===== src/rtl/core/ctlf_pkg.sv =====
// Package: word types and controller states for the closed tour length block.
`timescale 1ns / 1ps
package ctlf_pkg;

    // coordinate width carried by the city word
    localparam int COORD_BITS = 16;

    typedef struct packed {
        logic [COORD_BITS-1:0] city_x;
        logic [COORD_BITS-1:0] city_y;
        logic                  last_city;
    } t_city_word;

    typedef struct packed {
        logic [31:0] tour_length;
        logic [31:0] tour_fitness;
    } t_result_word;

    typedef enum logic [2:0] {
        ST_IDLE,
        ST_SQUARE,
        ST_ROOT,
        ST_ADD,
        ST_DIV,
        ST_OUT
    } t_state;

    localparam logic [31:0] SCALE_RESET = 32'd10000;
    localparam logic [31:0] SAT32       = 32'hFFFF_FFFF;

endpackage


===== src/rtl/core/closed_tour_length_and_fitness.sv =====
// Top level: closed tour length and fitness over a stream of city words.
`timescale 1ns / 1ps
// The first city word of a tour is stored as the start city. Every later city
// word is accepted, its deltas are squared serially, a bit-pair square root of
// 32 + FRAC_BITS digits is taken (one root bit per cycle) and the root is added
// to the running length. A
// last city runs two legs, then a restoring divide of 32 + 2*FRAC_BITS
// quotient bits, one per cycle, and then loads the result register.
// One city is in work at a time; the result word sits in an output register
// and the block takes the next city word once the result has left.
module closed_tour_length_and_fitness #(
    parameter int FRAC_BITS  = 8
) (
    input  logic                       i_clk,
    input  logic                       i_rst_n,
    input  logic                       i_valid,
    output logic                       o_stall,
    input  ctlf_pkg::t_city_word       i_city,
    output logic                       o_valid,
    input  logic                       i_stall,
    output ctlf_pkg::t_result_word     o_result,
    input  logic                       i_cfg_valid,
    output logic                       o_cfg_ready,
    input  logic [31:0]                i_cfg_data
);
    localparam int COORD_BITS = ctlf_pkg::COORD_BITS;
    localparam int SQ_W   = 2 * COORD_BITS + 1;
    localparam int RT_N   = 32 + FRAC_BITS;          // root digits
    localparam int RAD_W  = 2 * RT_N;                // padded radicand
    localparam int REM_W  = RT_N + 2;
    localparam int NUM_W  = 32 + 2 * FRAC_BITS;
    localparam int DIV_N  = NUM_W;
    localparam int ADD_W  = RT_N + 1;
    localparam int CW     = 7;

    ctlf_pkg::t_state r_state, n_state;
    logic [COORD_BITS-1:0] r_fx, r_fy, r_px, r_py, r_cx, r_cy;
    logic r_have, r_last, r_close;
    logic [31:0] r_scale, r_sum;
    logic [COORD_BITS-1:0] r_mx, r_my;     // multiplier bits shifted out
    logic [COORD_BITS-1:0] r_ax, r_ay;     // multiplicands
    logic [SQ_W-1:0] r_sq;
    logic [RAD_W-1:0] r_rad;
    logic [REM_W-1:0] r_rem;
    logic [RT_N-1:0] r_root;
    logic [NUM_W-1:0] r_num;
    logic [32:0] r_drem;
    logic [NUM_W-1:0] r_quo;
    logic [CW-1:0] r_cnt;
    ctlf_pkg::t_result_word r_out;
    logic r_ovalid;

    wire acc_in = i_valid && !o_stall;
    assign o_stall = (r_state != ctlf_pkg::ST_IDLE) || r_ovalid;
    assign o_valid = r_ovalid;
    assign o_result = r_out;
    assign o_cfg_ready = 1'b1;

    // Leg endpoints: current city against previous, or against first on close
    logic [COORD_BITS-1:0] w_bx, w_by, w_dx, w_dy;
    always_comb begin
        w_bx = r_close ? r_fx : r_px;
        w_by = r_close ? r_fy : r_py;
        w_dx = (r_cx > w_bx) ? r_cx - w_bx : w_bx - r_cx;
        w_dy = (r_cy > w_by) ? r_cy - w_by : w_by - r_cy;
    end

    // Square step: shift the partial sum, add both multiplicands on set bits
    logic [SQ_W-1:0] w_sq_next;
    always_comb begin
        w_sq_next = {r_sq[SQ_W-2:0], 1'b0}
                  + (r_mx[COORD_BITS-1] ? SQ_W'(r_ax) : '0)
                  + (r_my[COORD_BITS-1] ? SQ_W'(r_ay) : '0);
    end

    // Root step: bring in next bit pair, trial subtract
    logic [REM_W-1:0] w_rem_sh, w_trial;
    always_comb begin
        w_rem_sh = {r_rem[REM_W-3:0], r_rad[RAD_W-1 -: 2]};
        w_trial  = {r_root, 2'b01};
    end

    // Divide step
    logic [33:0] w_dsh;
    always_comb w_dsh = {r_drem, r_num[NUM_W-1]};

    logic [ADD_W-1:0] w_add;
    always_comb w_add = ADD_W'(r_sum) + ADD_W'(r_root);

    // Next state
    always_comb begin
        n_state = r_state;
        case (r_state)
            ctlf_pkg::ST_IDLE: begin
                if (acc_in) begin
                    if (!r_have) n_state = i_city.last_city ? ctlf_pkg::ST_DIV
                                                           : ctlf_pkg::ST_IDLE;
                    else n_state = ctlf_pkg::ST_SQUARE;
                end
            end
            ctlf_pkg::ST_SQUARE: if (r_cnt == CW'(COORD_BITS)) n_state = ctlf_pkg::ST_ROOT;
            ctlf_pkg::ST_ROOT:   if (r_cnt == CW'(RT_N - 1)) n_state = ctlf_pkg::ST_ADD;
            ctlf_pkg::ST_ADD: begin
                if (r_last && !r_close) n_state = ctlf_pkg::ST_SQUARE;
                else if (r_last) n_state = ctlf_pkg::ST_DIV;
                else n_state = ctlf_pkg::ST_IDLE;
            end
            ctlf_pkg::ST_DIV:    if (r_cnt == CW'(DIV_N - 1)) n_state = ctlf_pkg::ST_OUT;
            ctlf_pkg::ST_OUT:    n_state = ctlf_pkg::ST_IDLE;
            default:             n_state = ctlf_pkg::ST_IDLE;
        endcase
    end

    always_ff @(posedge i_clk) begin
        if (!i_rst_n) r_state <= ctlf_pkg::ST_IDLE;
        else r_state <= n_state;
    end

    // Datapath
    always_ff @(posedge i_clk) begin
        if (!i_rst_n) begin
            r_have   <= 1'b0;
            r_sum    <= '0;
            r_scale  <= ctlf_pkg::SCALE_RESET;
            r_ovalid <= 1'b0;
            r_close  <= 1'b0;
            r_last   <= 1'b0;
            r_cnt    <= '0;
            r_fx <= '0; r_fy <= '0; r_px <= '0; r_py <= '0;
        end else begin
            if (i_cfg_valid) r_scale <= i_cfg_data;
            if (r_ovalid && !i_stall) r_ovalid <= 1'b0;
            case (r_state)
                ctlf_pkg::ST_IDLE: begin
                    r_cnt <= '0;
                    r_close <= 1'b0;
                    if (acc_in) begin
                        r_cx <= i_city.city_x[COORD_BITS-1:0];
                        r_cy <= i_city.city_y[COORD_BITS-1:0];
                        r_last <= i_city.last_city;
                        if (!r_have) begin
                            r_fx <= i_city.city_x[COORD_BITS-1:0];
                            r_fy <= i_city.city_y[COORD_BITS-1:0];
                            r_px <= i_city.city_x[COORD_BITS-1:0];
                            r_py <= i_city.city_y[COORD_BITS-1:0];
                            r_sum <= '0;
                            r_have <= !i_city.last_city;
                            r_num <= {r_scale, {(2*FRAC_BITS){1'b0}}};
                            r_drem <= '0;
                        end
                    end
                end
                ctlf_pkg::ST_SQUARE: begin
                    // the first step loads operands; then one shift-add per cycle
                    if (r_cnt == '0) begin
                        r_ax <= w_dx; r_mx <= w_dx;
                        r_ay <= w_dy; r_my <= w_dy;
                        r_sq <= '0;
                    end else begin
                        r_sq <= w_sq_next;
                        r_mx <= {r_mx[COORD_BITS-2:0], 1'b0};
                        r_my <= {r_my[COORD_BITS-2:0], 1'b0};
                    end
                    // last step: load radicand padded with fractional zero pairs
                    if (r_cnt == CW'(COORD_BITS)) begin
                        r_cnt <= '0;
                        r_rem <= '0;
                        r_root <= '0;
                        r_rad <= RAD_W'(w_sq_next) << (2 * FRAC_BITS);
                    end else r_cnt <= r_cnt + 1'b1;
                end
                ctlf_pkg::ST_ROOT: begin
                    if (w_rem_sh >= w_trial) begin
                        r_rem <= w_rem_sh - w_trial;
                        r_root <= {r_root[RT_N-2:0], 1'b1};
                    end else begin
                        r_rem <= w_rem_sh;
                        r_root <= {r_root[RT_N-2:0], 1'b0};
                    end
                    r_rad <= {r_rad[RAD_W-3:0], 2'b00};
                    r_cnt <= r_cnt + 1'b1;
                end
                ctlf_pkg::ST_ADD: begin
                    r_sum <= (|w_add[ADD_W-1:32]) ? ctlf_pkg::SAT32 : w_add[31:0];
                    r_cnt <= '0;
                    r_close <= 1'b1;
                    r_num <= {r_scale, {(2*FRAC_BITS){1'b0}}};
                    r_drem <= '0;
                    // current city becomes the previous one after its leg
                    if (!r_close) begin
                        r_px <= r_cx;
                        r_py <= r_cy;
                    end
                    if (r_last && r_close) r_have <= 1'b0;
                end
                ctlf_pkg::ST_DIV: begin
                    if (w_dsh >= {2'b00, r_sum}) begin
                        r_drem <= 33'(w_dsh - {2'b00, r_sum});
                        r_quo <= {r_quo[NUM_W-2:0], 1'b1};
                    end else begin
                        r_drem <= w_dsh[32:0];
                        r_quo <= {r_quo[NUM_W-2:0], 1'b0};
                    end
                    r_num <= {r_num[NUM_W-2:0], 1'b0};
                    r_cnt <= r_cnt + 1'b1;
                end
                ctlf_pkg::ST_OUT: begin
                    r_out.tour_length <= r_sum;
                    if (r_sum == '0 || (|(r_quo >> 32)))
                        r_out.tour_fitness <= ctlf_pkg::SAT32;
                    else r_out.tour_fitness <= r_quo[31:0];
                    r_ovalid <= 1'b1;
                    r_sum <= '0;
                end
                default: ;
            endcase
        end
    end

    // Assertions
    a_no_accept_busy: assert property (@(posedge i_clk) disable iff (!i_rst_n)
        (r_state != ctlf_pkg::ST_IDLE) |-> o_stall)
        else $error("accepted city while busy");
    a_out_zero_fit: assert property (@(posedge i_clk) disable iff (!i_rst_n)
        (o_valid && o_result.tour_length == 32'd0) |-> o_result.tour_fitness == 32'hFFFF_FFFF)
        else $error("zero length without saturated fitness");
    a_out_hold: assert property (@(posedge i_clk) disable iff (!i_rst_n)
        (o_valid && i_stall) |=> o_valid && $stable(o_result))
        else $error("result word changed under stall");
endmodule

===== config.mk =====
export PLATFORM = sky130hd
export DESIGN_NAME = closed_tour_length_and_fitness
export DESIGN_NICKNAME = d
export VERILOG_FILES = /design/src/rtl/core/ctlf_pkg.sv /design/src/rtl/core/closed_tour_length_and_fitness.sv
export SDC_FILE = /design/constraint.sdc
export NUM_CORES = 1
export LEC_CHECK = 0
export BUFFER_PORTS_ARGS = -buffer_cell sky130_fd_sc_hd__buf_2
export CAP_MARGIN = 20
export CORE_MARGIN = 2
export CORE_UTILIZATION = 25
export DETAILED_ROUTE_END_ITERATION = 16
export MAX_ROUTING_LAYER = met4
export RECOVER_POWER = 50
export SLEW_MARGIN = 20
export SYNTH_ARGS = -nofsm -noshare
export SYNTH_HDL_FRONTEND = slang
export SYNTH_SLANG_ARGS = --single-unit

===== constraint.sdc =====
create_clock -name i_clk -period 8.45 [get_ports i_clk]
set_input_delay 1.2675 -clock i_clk [delete_from_list [all_inputs] [get_ports i_clk]]
set_output_delay 1.2675 -clock i_clk [all_outputs]
set_load 0.02 [all_outputs]

Yosys cells after proc, flatten, opt, wreduce, memory -nomap -nowiden
Cells that the tools add are included.

word-level totals
  memories = 0
  word-level logic and storage cells = 150
  output and inout bits = 67
  bits in latches = 0
  register bits = 623
  bits in writable memories = 0
  input port bits = 70
  bits in read-only memories = 0

cells by class
  bitwise operators = 1
  $lt $le $gt $ge = 4
  $add $sub $neg = 10
  shifts and indexed selects = 0
  multipliers = 0
  mux-type cells = 54
  equality and inequality tests = 15
  reduce and logical (&&, ||, !) cells = 37
  divide/modulo/power cells = 0

operator list
  kind                                                            count
  16-bit 2-to-1 mux                                               14
  40-bit case mux with 2 select lines                             2
  80-bit case mux with 2 select lines                             1
  48-bit case mux with 3 select lines                             1
  40-bit 2-to-1 mux                                               3
  33-bit 2-to-1 mux                                               3
  33-bit case mux with 3 select lines                             1
  32-bit 2-to-1 mux                                               3
  48-bit 2-to-1 mux                                               2
  32-bit case mux with 3 select lines                             1
  80-bit 2-to-1 mux                                               1
  33-bit by 16-bit adder with 33-bit output                       2
  16-bit case mux with 2 select lines                             2
  16-bit subtractor                                               4
  42-bit greater-or-equal comparator                              1
  32-bit by 40-bit adder with 41-bit output                       1
  40-bit subtractor                                               1
  34-bit by 32-bit greater-or-equal comparator with 1-bit output  1
  33-bit by 32-bit subtractor with 33-bit output                  1
  16-bit > comparator                                             2
  32-bit logical NOT                                              1
  3-bit 2-to-1 mux                                                8
  7-bit case mux with 3 select lines                              1
  3-bit AND reduction                                             6
  24 further kinds                                                58

Depth between registers and ports, before layout
  word-level depth = 6
  depth in mapped cells = 18
  gate-level depth less buffers = 15

Worst setup path after synthesis
OpenSTA, ideal clock, no wires.

  path kind = input port to flip-flop
  start point = in i_rst_n
  end point = reg r_rad[16] (enable)
  data arrival time = 7,365 ps
  setup time = 649 ps
  cell stages on the path = 2
  slack = 436 ps
  data required time = 7,801 ps
  buffers on the path = 0
  cells stage by stage = nand2b_1 nor2_1

on the way
  word-level cells in the longest chain between the ends = 1

ends and longest elaborated chain
  item                                  line                                   RTL
  from (decl)                           closed_tour_length_and_fitness.sv:15   input logic i_rst_n,
  3-bit AND reduction (no source line)  n/a
  to (signal assigned)                  closed_tour_length_and_fitness.sv:169  r_rad <= RAD_W'(w_sq_next) << (2 * FRAC_BITS);
  to (signal assigned)                  closed_tour_length_and_fitness.sv:180  r_rad <= {r_rad[RAD_W-3:0], 2'b00};
  to (decl)                             closed_tour_length_and_fitness.sv:43   logic [RAD_W-1:0] r_rad;

No other way between the ends.
A chain may end at the register's enable or synchronous reset.

Worst setup path after layout
  start point = reg r_close
  end point = reg r_mx[15] (data pin)

on the way
  word-level cells in the longest chain between the ends = 4
  elaborated cells between the ends (all ways) = 6
  classes of those cells = 2 x add/sub; 1 x order compare; 3 x mux

ends and longest elaborated chain
  item                                                      line                                   RTL
  from (decl)                                               closed_tour_length_and_fitness.sv:38   logic r_have, r_last, r_close;
  from (signal assigned)                                    closed_tour_length_and_fitness.sv:126  r_close <= 1'b0;
  from (signal assigned)                                    closed_tour_length_and_fitness.sv:136  r_close <= 1'b0;
  from (signal assigned)                                    closed_tour_length_and_fitness.sv:186  r_close <= 1'b1;
  16-bit 2-to-1 mux *                                       closed_tour_length_and_fitness.sv:62   w_bx = r_close ? r_fx : r_px;
  16-bit subtractor or 16-bit > comparator (tied branches)  closed_tour_length_and_fitness.sv:64   w_dx = (r_cx > w_bx) ? r_cx - w_bx : w_bx - r_cx;
  16-bit 2-to-1 mux *                                       closed_tour_length_and_fitness.sv:64
  named net w_dx[15]                                        closed_tour_length_and_fitness.sv:60   logic [COORD_BITS-1:0] w_bx, w_by, w_dx, w_dy;
  16-bit 2-to-1 mux *                                       closed_tour_length_and_fitness.sv:155  if (r_cnt == '0) begin
  to (signal assigned)                                      closed_tour_length_and_fitness.sv:156  r_ax <= w_dx; r_mx <= w_dx;
  to (signal assigned)                                      closed_tour_length_and_fitness.sv:161  r_mx <= {r_mx[COORD_BITS-2:0], 1'b0};
  to (decl)                                                 closed_tour_length_and_fitness.sv:40   logic [COORD_BITS-1:0] r_mx, r_my;

Mark *: on every way through the listed nets, which the timed path passes. The rest lies on a longest branch.

==> key figures <==
Yosys
  • Synthesized area: 0.0330 mm2
  • Multiplexer share of the synthesized area: 2.97%
  • Syn nets: 3581
  • Register area share after synthesis: 49.4%
  • Xor and xnor area share after synthesis: 3.45%
  • Post-synth ARST share: 0%
  • Most frequent cell after synthesis: nand2_1
  • Area contributors post-synth: edfxtp_1 (41%), dfxtp_1 (8.6%), ha_1 (7.1%), nand2_1 (5.7%), a21oi_1 (3.8%)
  • Mean Syn Cell Area: 10.0 um2
  • Top post-synthesis cells by count: nand2_1 (499), edfxtp_1 (449), nor2_1 (266)
  • Synth Flop Type: edfxtp_1
  • Area share of the leading cell type in the synthesized netlist: 40.8%
  • Compound-gate portion of the synthesized area: 14.8%
  • Syn. warnings: 0
  • Library cells used by synthesis: 92
  • Mapped Cells: 3302
  • #FFs+latches synth: 591
  • Number of synthesized flops with an enable pin: 449
  • Largest family of logic cells by synthesized area: simple AND/OR/NAND/NOR gates
  • Largest area contributor in the netlist: edfxtp_1
  • Simple-Gate Fraction of Synth Area: 16.7%
  • Synth Area in Adders: 8.41%

Placed design
  • Port Buffer Count: 135
  • Place WS: 3.42 ns
  • Post-detail-place hpwl: 55400 um
  • Routability Congestion: 0.877

Flow run
  • Total of max-cap violations: 11

Pwr
  • Cell Pwr Density: 205 mW/mm2
  • Pleak: 0.0143 uW
  • Tot Pwr: 7710 uW
  • VDD IR max: 156 uV

Floorplan
  • IO Pins: 137
  • Initial Utilization: 25.2%
  • Chip Width: 368 um
  • Placeable Area: 0.131 mm2
  • Die area: 0.135 mm2
  • Height of the die: 368 um
  • Row cnt: 133

STA
  • Final worst path period share: 73.1%
  • Achievable frequency: 162 MHz
  • Final count of hold timing violations: 0
  • Endpoints failing setup: 0
  • Slew @ Worst Pin: 3.86 ns
  • Setup tns final: 0 ns
  • Final setup margin: 2.28 ns
  • Tmin final: 6.17 ns
  • Max-slew violation count: 652
  • Relative slew slack: -157%
  • Worst Clk Skew: 0.0320 ns
  • RSZ-0062 raised after global routing: no

Global route
  • Initial antenna violation count: 1
  • Vias in the first global route: 23281
  • Largest net degree at the start of global routing: 145
  • First-pass GRT wire length: 127000 um
  • GRT Util Overall: 11.8%
  • Global route overflow: 0

Clock tree
  • Clock insertion delay at the later pin of the skew report: 0.63 ns
  • CTS tree: built
  • Post_cts resized: 0
  • Clock transition at path regs: 0.06 ns
  • CTS sink cnt: 591
  • Setup bufs post-CTS: 0
  • H-tree depth: 3
  • Clock buffer depth: 3
  • Hold buffers post-CTS: 0
  • CTS buffer count: 66
  • Root buf cell: clkbuf_16

Critical path
  • Critical path peak fanout: 20
  • Crit path required time: 8.82 ns
  • CP Capture Type: flop
  • Max incr delay on CP: 1.19 ns
  • Setup crit start kind: flop
  • Critical path's most frequent cell: mux2_2
  • Slowest CP cell: clkbuf_1
  • Buf+Inv Stages, Crit Path: 2
  • Critical path class: flop to flop
  • Critical path arrival: 6.54 ns
  • Largest delay share family, worst path: simple AND/OR/NAND/NOR gates
  • Cell depth of the worst setup path: 14
  • CP Cell Sequence: clkbuf_1 -> mux2i_1 -> inv_1 -> ha_1 -> nand2_1 -> or3_1 -> nor4_2 -> a21oi_4 -> nand2_2 -> mux2_2 -> a221oi_2 -> a21oi_1 -> xor2_1 -> mux2_2
  • Worst reg2reg path depth: 14

Final layout
  • Nets@finish: 3661
  • Fraction of layout cells with a size suffix above 1: 7.92%
  • Area growth from synthesis to layout: 13.8%

Hold path
  • Cell count of the worst hold path: 0
  • Type of the tightest min-delay check: flop to flop

Detailed routing
  • DR DRC count: 0
  • Drt wl/cell: 15.3 um
  • Routed WL: 79400 um
  • DR vias/cell: 4.66
  • DRT iter0 DRCs: 1765
  • DR pass1 iterations: 5
  • Vias: 24179
  • Antenna Violating Nets Remaining: 0

Outcome
  • Failing checks: capacitance limit, slew limit
  • Status: complete, but fails checks
==> layout make-up <==
type                            instances  area [um2]
Antenna cell                            1        2.50
Clock buffer                           84        1870
Clock inverter                         36         329
Fill cell                           13777       93700
Inverter                              210         790
Multi-Input combinational cell       2353       15400
Sequential cell                       591       16300
Tap cell                             1755        2200
Timing Repair Buffer                  160         711
==> sequential cells by signal, indices dropped and copies added, names as in the netlist, 32 cells and up <==
| signal | flops |
|---|---|
| o_result | 64 |
| r_rad | 64 |
| r_quo | 48 |
| r_rem | 40 |
| r_root | 40 |
| r_drem | 33 |
| r_num | 32 |
| r_scale | 32 |
| r_sq | 32 |
| r_sum | 32 |
==> per-layer routing <==
| metal | vias up | GRT usage [%] | wire [um] |
|---|---|---|---|
| met2 | 477 | 17.9 | 35200 |
| li1 | 11974 | - | - |
| met1 | 11616 | 16.2 | 39100 |
| met3 | 112 | 1.91 | 3250 |
| met4 | 0 | 3.29 | 1860 |
| met5 | - | - | 0 |
==> per-stage QoR <==
step | util (%) | area (um2) | hold WS, ns | std cells
after CTS | 28.8 | 37800 | 0.440 | 5188
final | 28.6 | 37600 | 0.440 | 5190
after global placement | 27.1 | 35600 | 0.426 | 5068
after detailed placement | 27.1 | 35600 | 0.428 | 5068
after global routing | 28.6 | 37600 | 0.443 | 5189
after floorplan | - | 33000 | 0.418 | 3302
==> cells by family after synthesis <==
family	after synthesis
simple gates	1185
compound gates	732
flops	591
buf+inv	358
fa+ha+maj	209
xor+xnor	130
mux	96
other cells	1
==> final timing paths <==
path                             start  slack [ns]            endpoint
setup / recovery  r_close$_SDFFE_PN0N_        2.28  r_mx[15]$_DFFE_PP_
hold reg to reg     r_quo[1]$_DFFE_PP_        0.44  r_quo[2]$_DFFE_PP_
setup reg to reg  r_close$_SDFFE_PN0N_        2.28  r_mx[15]$_DFFE_PP_
hold / removal      r_quo[1]$_DFFE_PP_        0.44  r_quo[2]$_DFFE_PP_
==> cell usage in the layout (no fill, tap or decap), drive strengths merged, types with 27 or more instances in the layout <==
cell type / n
nand2: 501
edfxtp: 449
nor2: 266
a21oi: 254
inv: 213
ha: 187
clkbuf: 187
dfxtp: 142
o21ai: 118
and2: 89
xnor2: 83
mux2i: 81
a21o: 76
nand3: 58
buf: 57
or2: 50
xor2: 47
a221o: 36
a311oi: 36
nand4: 36
nor3: 33
a211oi: 29
nor2b: 27
==> where the power goes <==
part | leakage [uW] | switching (uW) | total (uW) | internal, uW
Combinational | 0.00797 | 841 | 1350 | 512
Sequential | 0.00526 | 72.4 | 3420 | 3350
Clock | 0.00106 | 1230 | 2940 | 1700
Total | 0.0143 | 2150 | 7710 | 5560
Note: power is estimated with default switching activity, not from simulation.
